File: src/hw/rtl/lzsd_pkg.sv
`timescale 1ns / 1ps

package lzsd_pkg;

    // History window geometry
    localparam int WINDOW_DEPTH = 4096;
    localparam int WIN_AW       = 12;
    localparam int FILL_W       = 13;

    // Window contents before any byte is written
    localparam logic [7:0] SPACE_CHAR = 8'h20;

    // Command queue geometry
    localparam int Q_DEPTH = 2;
    localparam int Q_PTR_W = 1;
    localparam int Q_CNT_W = 2;

    // One decoded command handed from front to back
    typedef struct packed {
        logic              is_match;
        logic [7:0]        lit;
        logic [WIN_AW-1:0] pos;
        logic [3:0]        len_code;
    } cmd_t;

    // Back-end status seen by the top level
    typedef struct packed {
        logic              emitting;
        logic              at_last;
        logic [FILL_W-1:0] fill;
    } back_stat_t;

endpackage

File: src/hw/rtl/lzsd_front.sv
`timescale 1ns / 1ps

module lzsd_front (
    input  logic              clk,
    input  logic              rst_n,
    input  logic              in_valid,
    output logic              in_ready,
    input  logic [7:0]        in_byte,
    input  logic              q_full,
    output logic              push,
    output lzsd_pkg::cmd_t    push_cmd
);

    logic [7:0] flags_reg, flags_next;
    logic [3:0] consumed_reg, consumed_next;
    logic       awaiting_reg, awaiting_next;
    logic [7:0] hi_reg, hi_next;
    logic       accept;

    assign in_ready = !q_full;
    assign accept   = in_valid && in_ready;

    // Classify each accepted byte: flag, literal, token half
    always_comb
    begin
        flags_next        = flags_reg;
        consumed_next     = consumed_reg;
        awaiting_next     = awaiting_reg;
        hi_next           = hi_reg;
        push              = 1'b0;
        push_cmd.is_match = awaiting_reg;
        push_cmd.lit      = in_byte;
        push_cmd.pos      = {hi_reg, in_byte[7:4]};
        push_cmd.len_code = in_byte[3:0];
        if (accept)
        begin
            if (awaiting_reg)
            begin
                push          = 1'b1;
                awaiting_next = 1'b0;
                flags_next    = {1'b0, flags_reg[7:1]};
                consumed_next = consumed_reg + 4'd1;
            end
            else if (consumed_reg[3])
            begin
                // counter at 8 or above: this is a flag byte
                flags_next    = in_byte;
                consumed_next = 4'd0;
            end
            else if (flags_reg[0])
            begin
                push          = 1'b1;
                flags_next    = {1'b0, flags_reg[7:1]};
                consumed_next = consumed_reg + 4'd1;
            end
            else
            begin
                hi_next       = in_byte;
                awaiting_next = 1'b1;
            end
        end
    end

    always_ff @(posedge clk or negedge rst_n)
    begin
        if (!rst_n)
        begin
            flags_reg    <= 8'd0;
            consumed_reg <= 4'd8;
            awaiting_reg <= 1'b0;
            hi_reg       <= 8'd0;
        end
        else
        begin
            flags_reg    <= flags_next;
            consumed_reg <= consumed_next;
            awaiting_reg <= awaiting_next;
            hi_reg       <= hi_next;
        end
    end

endmodule

File: config.mk
export PLATFORM = sky130hd
export DESIGN_NAME = lzsd_front
export DESIGN_NICKNAME = d
export VERILOG_FILES = /design/src/hw/rtl/lzsd_pkg.sv /design/src/hw/rtl/lzsd_front.sv
export SDC_FILE = /design/constraint.sdc
export NUM_CORES = 1
export LEC_CHECK = 0
export ABC_AREA = 1
export BUFFER_PORTS_ARGS = -buffer_cell sky130_fd_sc_hd__buf_4
export CAP_MARGIN = 20
export CORE_UTILIZATION = 52
export DETAILED_ROUTE_END_ITERATION = 10
export GPL_TIMING_DRIVEN = 0
export PLACE_DENSITY = 0.8
export REMOVE_ABC_BUFFERS = 1
export SLEW_MARGIN = 5
export SYNTH_ARGS = -nofsm -noshare
export SYNTH_HDL_FRONTEND = slang
export SYNTH_SLANG_ARGS = --single-unit
File: constraint.sdc
create_clock -name clk -period 3.6 [get_ports clk]
set_input_delay 0.54 -clock clk [delete_from_list [all_inputs] [get_ports clk]]
set_output_delay 0.54 -clock clk [all_outputs]
set_load 0.01 [all_outputs]
==> impl_metrics.toml <==
[run_status]
status = "completed"

[critical_path]
worstSetupStartpoint = "flags_reg[0]$_DFFE_PN0P_"
path_cells = "inv_1 -> o21ai_2 -> nand2_1 -> inv_1 -> buf_4"
cp.required_ns = 3.06
start_kind = "register"
max_stage_delay_ns = 0.39
cpMaxStageDelayCell = "dfrtp_1"
rr_worst_depth = 6
cp.arrival_ns = 1.40
endpoint = "push"
rrSetupSlack_ns = 2.02
path_max_fanout = 8
crit-reg2reg-capture = "flags_reg[6]$_DFFE_PN0P_"
critPathKind = "reg -> out"
worstSetupEndpointType = "output pin"
timing.rr.start = "consumed_reg[3]$_DFFE_PN1P_"
cp_common_cell = "inv_1"

[logic_synthesis]
yosys-top-cells-count = "nand2_1, dfrtp_1, buf_4"
syn_area_um2 = 1120
synth_edf_count = 0
yosysWarnings = 0
synthDistinctLibCells = 17
yosysTopAreaCellShare_pct = 44.8
ys_ff_latch = 21
async_reset_ff_share_pct = 100
syn_inst = 148
yosysSeqAreaShare_pct = 47.2
yosysMostFrequentCell = "nand2_1"
yosysTopAreaCell = "dfrtp_1"
synth.avg_cell_area_um2 = 7.54
yosys_most_used_dff = "dfrtp_1"
ys_top_cells_by_area = "dfrtp_1, nand2_1, buf_4, o21ai_0, inv_1"

[cts]
cts_made_buffers = 3
holdBufCountCts = 0
path_clk_slew_ns = 0.12
clockRootBuffer = "clkbuf_4"
clkLatencyLatePin_ns = 0.31
cts-htree-levels = 1
postCtsSetupRepairBufs = 0
cts_tree = "built"
clockBufferDepth = 2
clock-sinks = 21
cts_resized = 0

[detailed_routing]
drt_iter0_drc = 14
wl_per_cell_um = 11.1
drtAntennaViolNets = 0
routed_via_density = 4.86
firstDrtPassIters = 4
wl_mm = 2.19
route.vias.total = 958
route.detailed.drc = 0

[place]
io_buffers = 38
routabilityCongestion = 0.788
dp.final_hpwl_mm = 1.63

[global_routing]
grt_max_degree = 22
grt_pass1_wl_mm = 3.88
antenna_found_initial = 0
grt_overflow = 0
grtUsageTotal_pct = 21.2
grt_pass1_vias = 921

[sta]
hold_violations = 0
period_share_pct = 53.9
rsz0062_at_grt = "no"
fmax_mhz = 515
slew_violations = 0
post-route-min-period_ns = 1.94
slew_headroom_pct = 72.4
tightest_slew_ns = 0.413
tns_ns = 0
finalClockSkew_ns = 0.00176
finalSetupViolCount = 0

[layout]
final_net_count = 184
seq_area_um2 = 527
antenna-diode-count = 0
multi_input_area_um2 = 403
fillers = 168
drive_gt1_share_pct = 28.2
area_growth_syn_to_layout_pct = 17.9
final_util_pct = 66.4

[min_path]
hp-class = "in -> async"

[power]
p_leak_nw = 0.749
p_per_area_nw_per_um2 = 673
vdd_drop_max_mv = 0.386

[floorplan]
start_util_pct = 56.3
die_h_um = 48.3
rows = 16
coreArea_um2 = 1980
pin_count = 39
die_area_um2 = 2340
die_x_um = 48.3

[flow_run]
maxCapViolCount = 0
==> stage by stage <==
step / hold WS [ns] / setup WS [ns] / cells / area (um^2) / power, mW
after floorplan: 0.244 / 2.09 / 128 / 971 / 0.613
after global placement: 0.436 / 1.81 / 193 / 1290 / 0.763
after detailed placement: 0.436 / 1.80 / 193 / 1290 / 0.778
after CTS: 0.0972 / 1.66 / 197 / 1320 / 0.891
after global routing: 0.102 / 1.51 / 197 / 1320 / 0.964
final: 0.0883 / 1.66 / 197 / 1320 / 0.886
==> critical path, delay by kind of cell, from the launching register on <==
kind / cells / cell delay [ns]
AND/OR/NAND/NOR: 1 / 0.13
buffers and inverters: 3 / 0.30
flip-flops: 1 / 0.39
AO/OA/AOI/OAI: 1 / 0.27
==> power by group <==
group	leakage (nW)	total, mW	internal (mW)	switching [mW]
logic	0.468	0.363	0.155	0.209
clock network	0.0150	0.117	0.0433	0.0739
registers	0.266	0.406	0.342	0.0635
total	0.749	0.886	0.540	0.346
==> per-layer routing <==
metal | vias to the layer above | part of all wire, % | track usage (%) | routed length [um]
li1 | 481 | - | - | -
met1 | 439 | 43 | 26.0 | 942
met2 | 32 | 51 | 36.4 | 1110
met3 | 6 | 4.7 | 3.14 | 103
met4 | 0 | 1.5 | 10.3 | 32
met5 | - | 0 | 0 | 0
==> worst min path at each step <==
stage | to | from | cells past startpoint
floorplan | awaiting_reg$_DFFE_PN0P_ | rst_n | 0
finish | hi_reg[4]$_DFFE_PN0P_ | rst_n | 1
global placement | hi_reg[6]$_DFFE_PN0P_ | rst_n | 1
detailed placement | hi_reg[4]$_DFFE_PN0P_ | rst_n | 1
CTS | hi_reg[4]$_DFFE_PN0P_ | rst_n | 1
global route | hi_reg[4]$_DFFE_PN0P_ | rst_n | 1
==> cells in the final DEF, fill, tap and decap left out, drive strengths merged <==
master / synthesis / routed
dfstp: 1 / 1
buf: 20 / 38
ha: 1 / 1
inv: 11 / 11
o21ai: 12 / 12
a21oi: 2 / 2
nor2: 9 / 9
nand2: 69 / 69
dfrtp: 20 / 20
nand3: 2 / 2
clkbuf: 0 / 4
nand4: 1 / 1
==> cell families after synthesis <==
logic type / count (synthesis) / synth area share, %
adder cells (fa/ha/maj): 1 / 1.12
AO/OA/AOI/OAI: 14 / 6.61
flip-flops: 21 / 47.2
AND/OR/NAND/NOR: 81 / 28.4
buffers and inverters: 31 / 16.7
==> cell type report <==
class | count | share of cell area, %
sequential | 21 | 40.0
multi-input combinational | 96 | 30.6
timing repair buffer | 38 | 21.7
clock buffer | 4 | 2.00
inverter | 11 | 3.14
tap | 27 | 2.57
(Power assumes the default switching activity.)
