===== src/hw/rtl/lzsd_pkg.sv =====
`timescale 1ns / 1ps

package lzsd_pkg;

    // History window geometry
    localparam int WINDOW_DEPTH = 4096;
    localparam int WIN_AW       = 12;
    localparam int FILL_W       = 13;

    // Window contents before any byte is written
    localparam logic [7:0] SPACE_CHAR = 8'h20;

    // Command queue geometry
    localparam int Q_DEPTH = 2;
    localparam int Q_PTR_W = 1;
    localparam int Q_CNT_W = 2;

    // One decoded command handed from front to back
    typedef struct packed {
        logic              is_match;
        logic [7:0]        lit;
        logic [WIN_AW-1:0] pos;
        logic [3:0]        len_code;
    } cmd_t;

    // Back-end status seen by the top level
    typedef struct packed {
        logic              emitting;
        logic              at_last;
        logic [FILL_W-1:0] fill;
    } back_stat_t;

endpackage


===== src/hw/rtl/lzsd_cmd_fifo.sv =====
`timescale 1ns / 1ps

module lzsd_cmd_fifo (
    input  logic           clk,
    input  logic           rst_n,
    input  logic           push,
    input  lzsd_pkg::cmd_t push_cmd,
    input  logic           pop,
    output logic           valid,
    output logic           full,
    output lzsd_pkg::cmd_t head
);

    lzsd_pkg::cmd_t                 entry_reg [lzsd_pkg::Q_DEPTH];
    logic [lzsd_pkg::Q_PTR_W-1:0]   wr_ptr_reg, wr_ptr_next;
    logic [lzsd_pkg::Q_PTR_W-1:0]   rd_ptr_reg, rd_ptr_next;
    logic [lzsd_pkg::Q_CNT_W-1:0]   count_reg, count_next;

    assign valid = (count_reg != '0);
    assign full  = (count_reg == lzsd_pkg::Q_CNT_W'(lzsd_pkg::Q_DEPTH));
    assign head  = entry_reg[rd_ptr_reg];

    // Pointer and occupancy update
    always_comb
    begin
        wr_ptr_next = push ? wr_ptr_reg + 1'b1 : wr_ptr_reg;
        rd_ptr_next = pop ? rd_ptr_reg + 1'b1 : rd_ptr_reg;
        count_next  = count_reg;
        if (push && !pop)
        begin
            count_next = count_reg + 1'b1;
        end
        else if (pop && !push)
        begin
            count_next = count_reg - 1'b1;
        end
    end

    always_ff @(posedge clk or negedge rst_n)
    begin
        if (!rst_n)
        begin
            wr_ptr_reg <= '0;
            rd_ptr_reg <= '0;
            count_reg  <= '0;
        end
        else
        begin
            wr_ptr_reg <= wr_ptr_next;
            rd_ptr_reg <= rd_ptr_next;
            count_reg  <= count_next;
        end
    end

    // Entry storage, no reset needed
    always_ff @(posedge clk)
    begin
        if (push)
        begin
            entry_reg[wr_ptr_reg] <= push_cmd;
        end
    end

endmodule


===== config.mk =====
export PLATFORM = sky130hd
export DESIGN_NAME = lzsd_cmd_fifo
export DESIGN_NICKNAME = d
export VERILOG_FILES = /design/src/hw/rtl/lzsd_pkg.sv /design/src/hw/rtl/lzsd_cmd_fifo.sv
export SDC_FILE = /design/constraint.sdc
export NUM_CORES = 1
export LEC_CHECK = 0
export BUFFER_PORTS_ARGS = -buffer_cell sky130_fd_sc_hd__buf_2
export CORE_MARGIN = 1.5
export CORE_UTILIZATION = 40
export CTS_BUF_LIST = sky130_fd_sc_hd__clkbuf_16
export CTS_CLUSTER_SIZE = 30
export DETAILED_ROUTE_END_ITERATION = 12
export HOLD_SLACK_MARGIN = 0.12
export SETUP_SLACK_MARGIN = 0.15
export SYNTH_ARGS = -nofsm -noshare
export SYNTH_HDL_FRONTEND = slang
export SYNTH_SLANG_ARGS = --single-unit

===== constraint.sdc =====
create_clock -name clk -period 3.85 [get_ports clk]
set_input_delay 0.77 -clock clk [delete_from_list [all_inputs] [get_ports clk]]
set_output_delay 0.77 -clock clk [all_outputs]
set_load 0.02 [all_outputs]

==> results.md <==
- Fin. Hold Viols: 0
- Die Ht: 75.4 um
- First-pass DRT Iterations: 4
- Clk slew on worst S/H paths: 60 ps
- Final Wtd Congestion: 0.665
- Vias per cell: 4.52
- Setup_tns: 0 ps
- Slew @ Worst Pin: 1140 ps
- Setup ws final: between 1000 and 1500 ps
- Max Cap Violations: 0
- R2R setup slack: between 2000 and 2500 ps
- DRT iter0 DRCs: 36
- CTS Hold Buffers Added: 0
- Core Area: approximately 5100 um2
- Overflow after GRT: 0
- Worst slew margin relative to its limit: a little under a quarter
- Diode count: 0
- ANT nets after route: 0
- Unrepaired setup endpoints after global routing: false
- Wirelength, routed: 3.28 mm
- Vias post-DR: ~1,000
- Startpoint types: flop
- Outcome: finished clean
- Site Rows: 26
- R2r startpoint: wr_ptr_reg
- Synth Instances: 94
- Buffers & Inverters on Critical Path: 2
- Post CTS Setup Buffer Count: 0
- Worst-skew pair later-pin latency: 280 ps
- Final hold slack: around 280 ps
- Starting density of the core: between 40% and 50%
- Synthesized cell area: ~2100 um2
- DP Worst Slack: 1440 ps
- H-Tree Level Count: 2
- Maximum clock rate: 373 MHz
- Pwr per Cell Area: 746 nW/um2
- CP Class: flop to output pin
- Post-route clock period utilization: 69.6%
- Int Power: around 1.3 mW
- R2r worst-path depth: 1
- Max-slew violations: 0
- Wire per inst: 14.5 um
- Number of fill cells: 450
- Worst Path Required: 3080 ps
- Setup Skew: 4.81 ps
- Gr usage total: 12.0%
- Cell total after placement: 218
- Crit path max-delay cell type: dfrtp_1
- TritonCTS clock tree: built
- Residual DRC count: 0
- Die ar.: around 5700 um2
- Clock root buffer: clkbuf_16
- Die Wd: about 75 um
- Syn-to-layout area delta: 22.5%
- Fin crit period: 2680 ps
- Hold Path Class: primary input to asynchronous set/reset pin
- Clock tree sinks: 54
- Clk buf depth: 2
- Number of setup violations in the final report: 0
- Vias in the first global route: 1,046
- Syn avg cell area: 22.3 um2
- Ratio of cells with drive above 1 in the final layout: 58.3%
- Cell Count, Final, Fillers Out: between 200 and 250
- Register area share after synthesis: between 70% and 80%
- Synth cell types: 14
- CP max FO: 17
- CP peak stage delay: 690 ps
- Number of buffers added on ports: 55
- Leakage power: 1.04 nW
- Largest net degree at the start of global routing: 26
- CTS buffer count: 5
- Power Total: 1.91 mW
- Post-CTS sizing: 0
- Max reg flops: 50
- Crit Reg-Reg Endpoint: entry_reg[1][17]
- Initial antenna violation count: 0
- Area post-placement: around 2400 um2
- Reg power frac: approximately 45%
- YS warnings: 0
- Flops & latches, synth: 54
- Final instance area: ~2600 um2
- First-pass GRT wire length: 4.78 mm
- Clock power frac: 22.0%
- CP top delay family: flip-flops
- Crit path cell chain: buf_4 -> mux2_2 -> buf_2
- Sw Ratio: just over 30%
- Logic pwr share: 33.5%
- Critical Path AT: 1910 ps
- Crit. End Element: output pin
- Mapped Nets: 124
- Peak VDD IR: 353 uV
- # IOs: 56
- Fin util: 50.5%
- Sw Pwr: roughly 600 uW
- Fin nets: 185
==> kinds of logic (layout without fill, tap and decap cells) <==
group,Yosys count,in the layout,share of synthesized area [%]
flops,54,54,76.5
fa+ha+maj,1,1,0.597
xor+xnor,5,5,2.09
simple gates,5,5,1.37
buf+inv,4,66,2.63
mux,25,25,16.8
==> layout by cell type, fill, tap and decap left out <==
| cell | Yosys | layout |
|---|---|---|
| and2_1 | 1 | 1 |
| buf_2 | 0 | 55 |
| buf_4 | 0 | 2 |
| clkbuf_16 | 0 | 5 |
| clkinv_1 | 0 | 1 |
| clkinv_2 | 0 | 1 |
| clkinvlp_4 | 0 | 1 |
| dfrtp_1 | 4 | 4 |
| edfxtp_1 | 50 | 50 |
| ha_1 | 1 | 1 |
| inv_1 | 1 | 1 |
| mux2_2 | 6 | 6 |
| mux2_4 | 19 | 19 |
| nor2_1 | 1 | 1 |
| nor2b_1 | 2 | 1 |
| nor2b_2 | 0 | 1 |
| or2_2 | 1 | 1 |
| xnor2_1 | 1 | 1 |
| xor2_1 | 4 | 4 |
==> area by class of cell <==
cell class                      count  area (um2)  share of cell area, %
Sequential cell                    54        1600                   62.4
Multi-Input combinational cell     36         440                   17.2
Timing Repair Buffer               57         290                   11.3
Clock buffer                        5         125                   4.88
Tap cell                           70        87.6                   3.41
Clock inverter                      3        16.3                  0.634
Inverter                            1        3.75                  0.146
==> layer usage <==
| metal | wire length, um | vias to the layer above | global-route usage (%) |
|---|---|---|---|
| met2 | 1600 | 41 | 19.9 |
| met5 | 0 | - | 0 |
| met1 | 1390 | 498 | 14.2 |
| li1 | - | 479 | - |
| met4 | 29 | 0 | 4.17 |
| met3 | 262 | 4 | 5.03 |
==> power groups by stage <==
stage / clock network (mW) / registers (mW) / logic (mW)
2_1_floorplan: 0 / 0.828 / 0.547
3_3_place_gp: 0 / 0.856 / 0.644
3_5_place_dp: 0 / 0.866 / 0.653
4_1_cts: 0.434 / 0.855 / 0.655
5_1_grt: 0.451 / 0.865 / 0.688
6_report: 0.421 / 0.851 / 0.641
==> worst max-delay path by stage <==
stage	start	slack, ps	cells past startpoint	to
global route	rd_ptr_reg	1080	3	head[11]
floorplan	push	1520	1	entry_reg[0][0]
finish	rd_ptr_reg	1170	3	head[11]
global placement	rd_ptr_reg	1510	3	head[5]
detailed placement	rd_ptr_reg	1440	3	head[4]
CTS	rd_ptr_reg	1130	3	head[4]
==> Yosys cell counts <==
cell type,count,area (um2)
mux2_4,19,285
edfxtp_1,50,1500
buf_6,1,11.3
nor2_1,1,3.75
buf_12,2,40.0
inv_1,1,3.75
xnor2_1,1,8.76
or2_2,1,6.26
dfrtp_1,4,100
mux2_2,6,67.6
ha_1,1,12.5
xor2_1,4,35.0
nor2b_1,2,12.5
and2_1,1,6.26
Power figures use the tool's default switching activity.
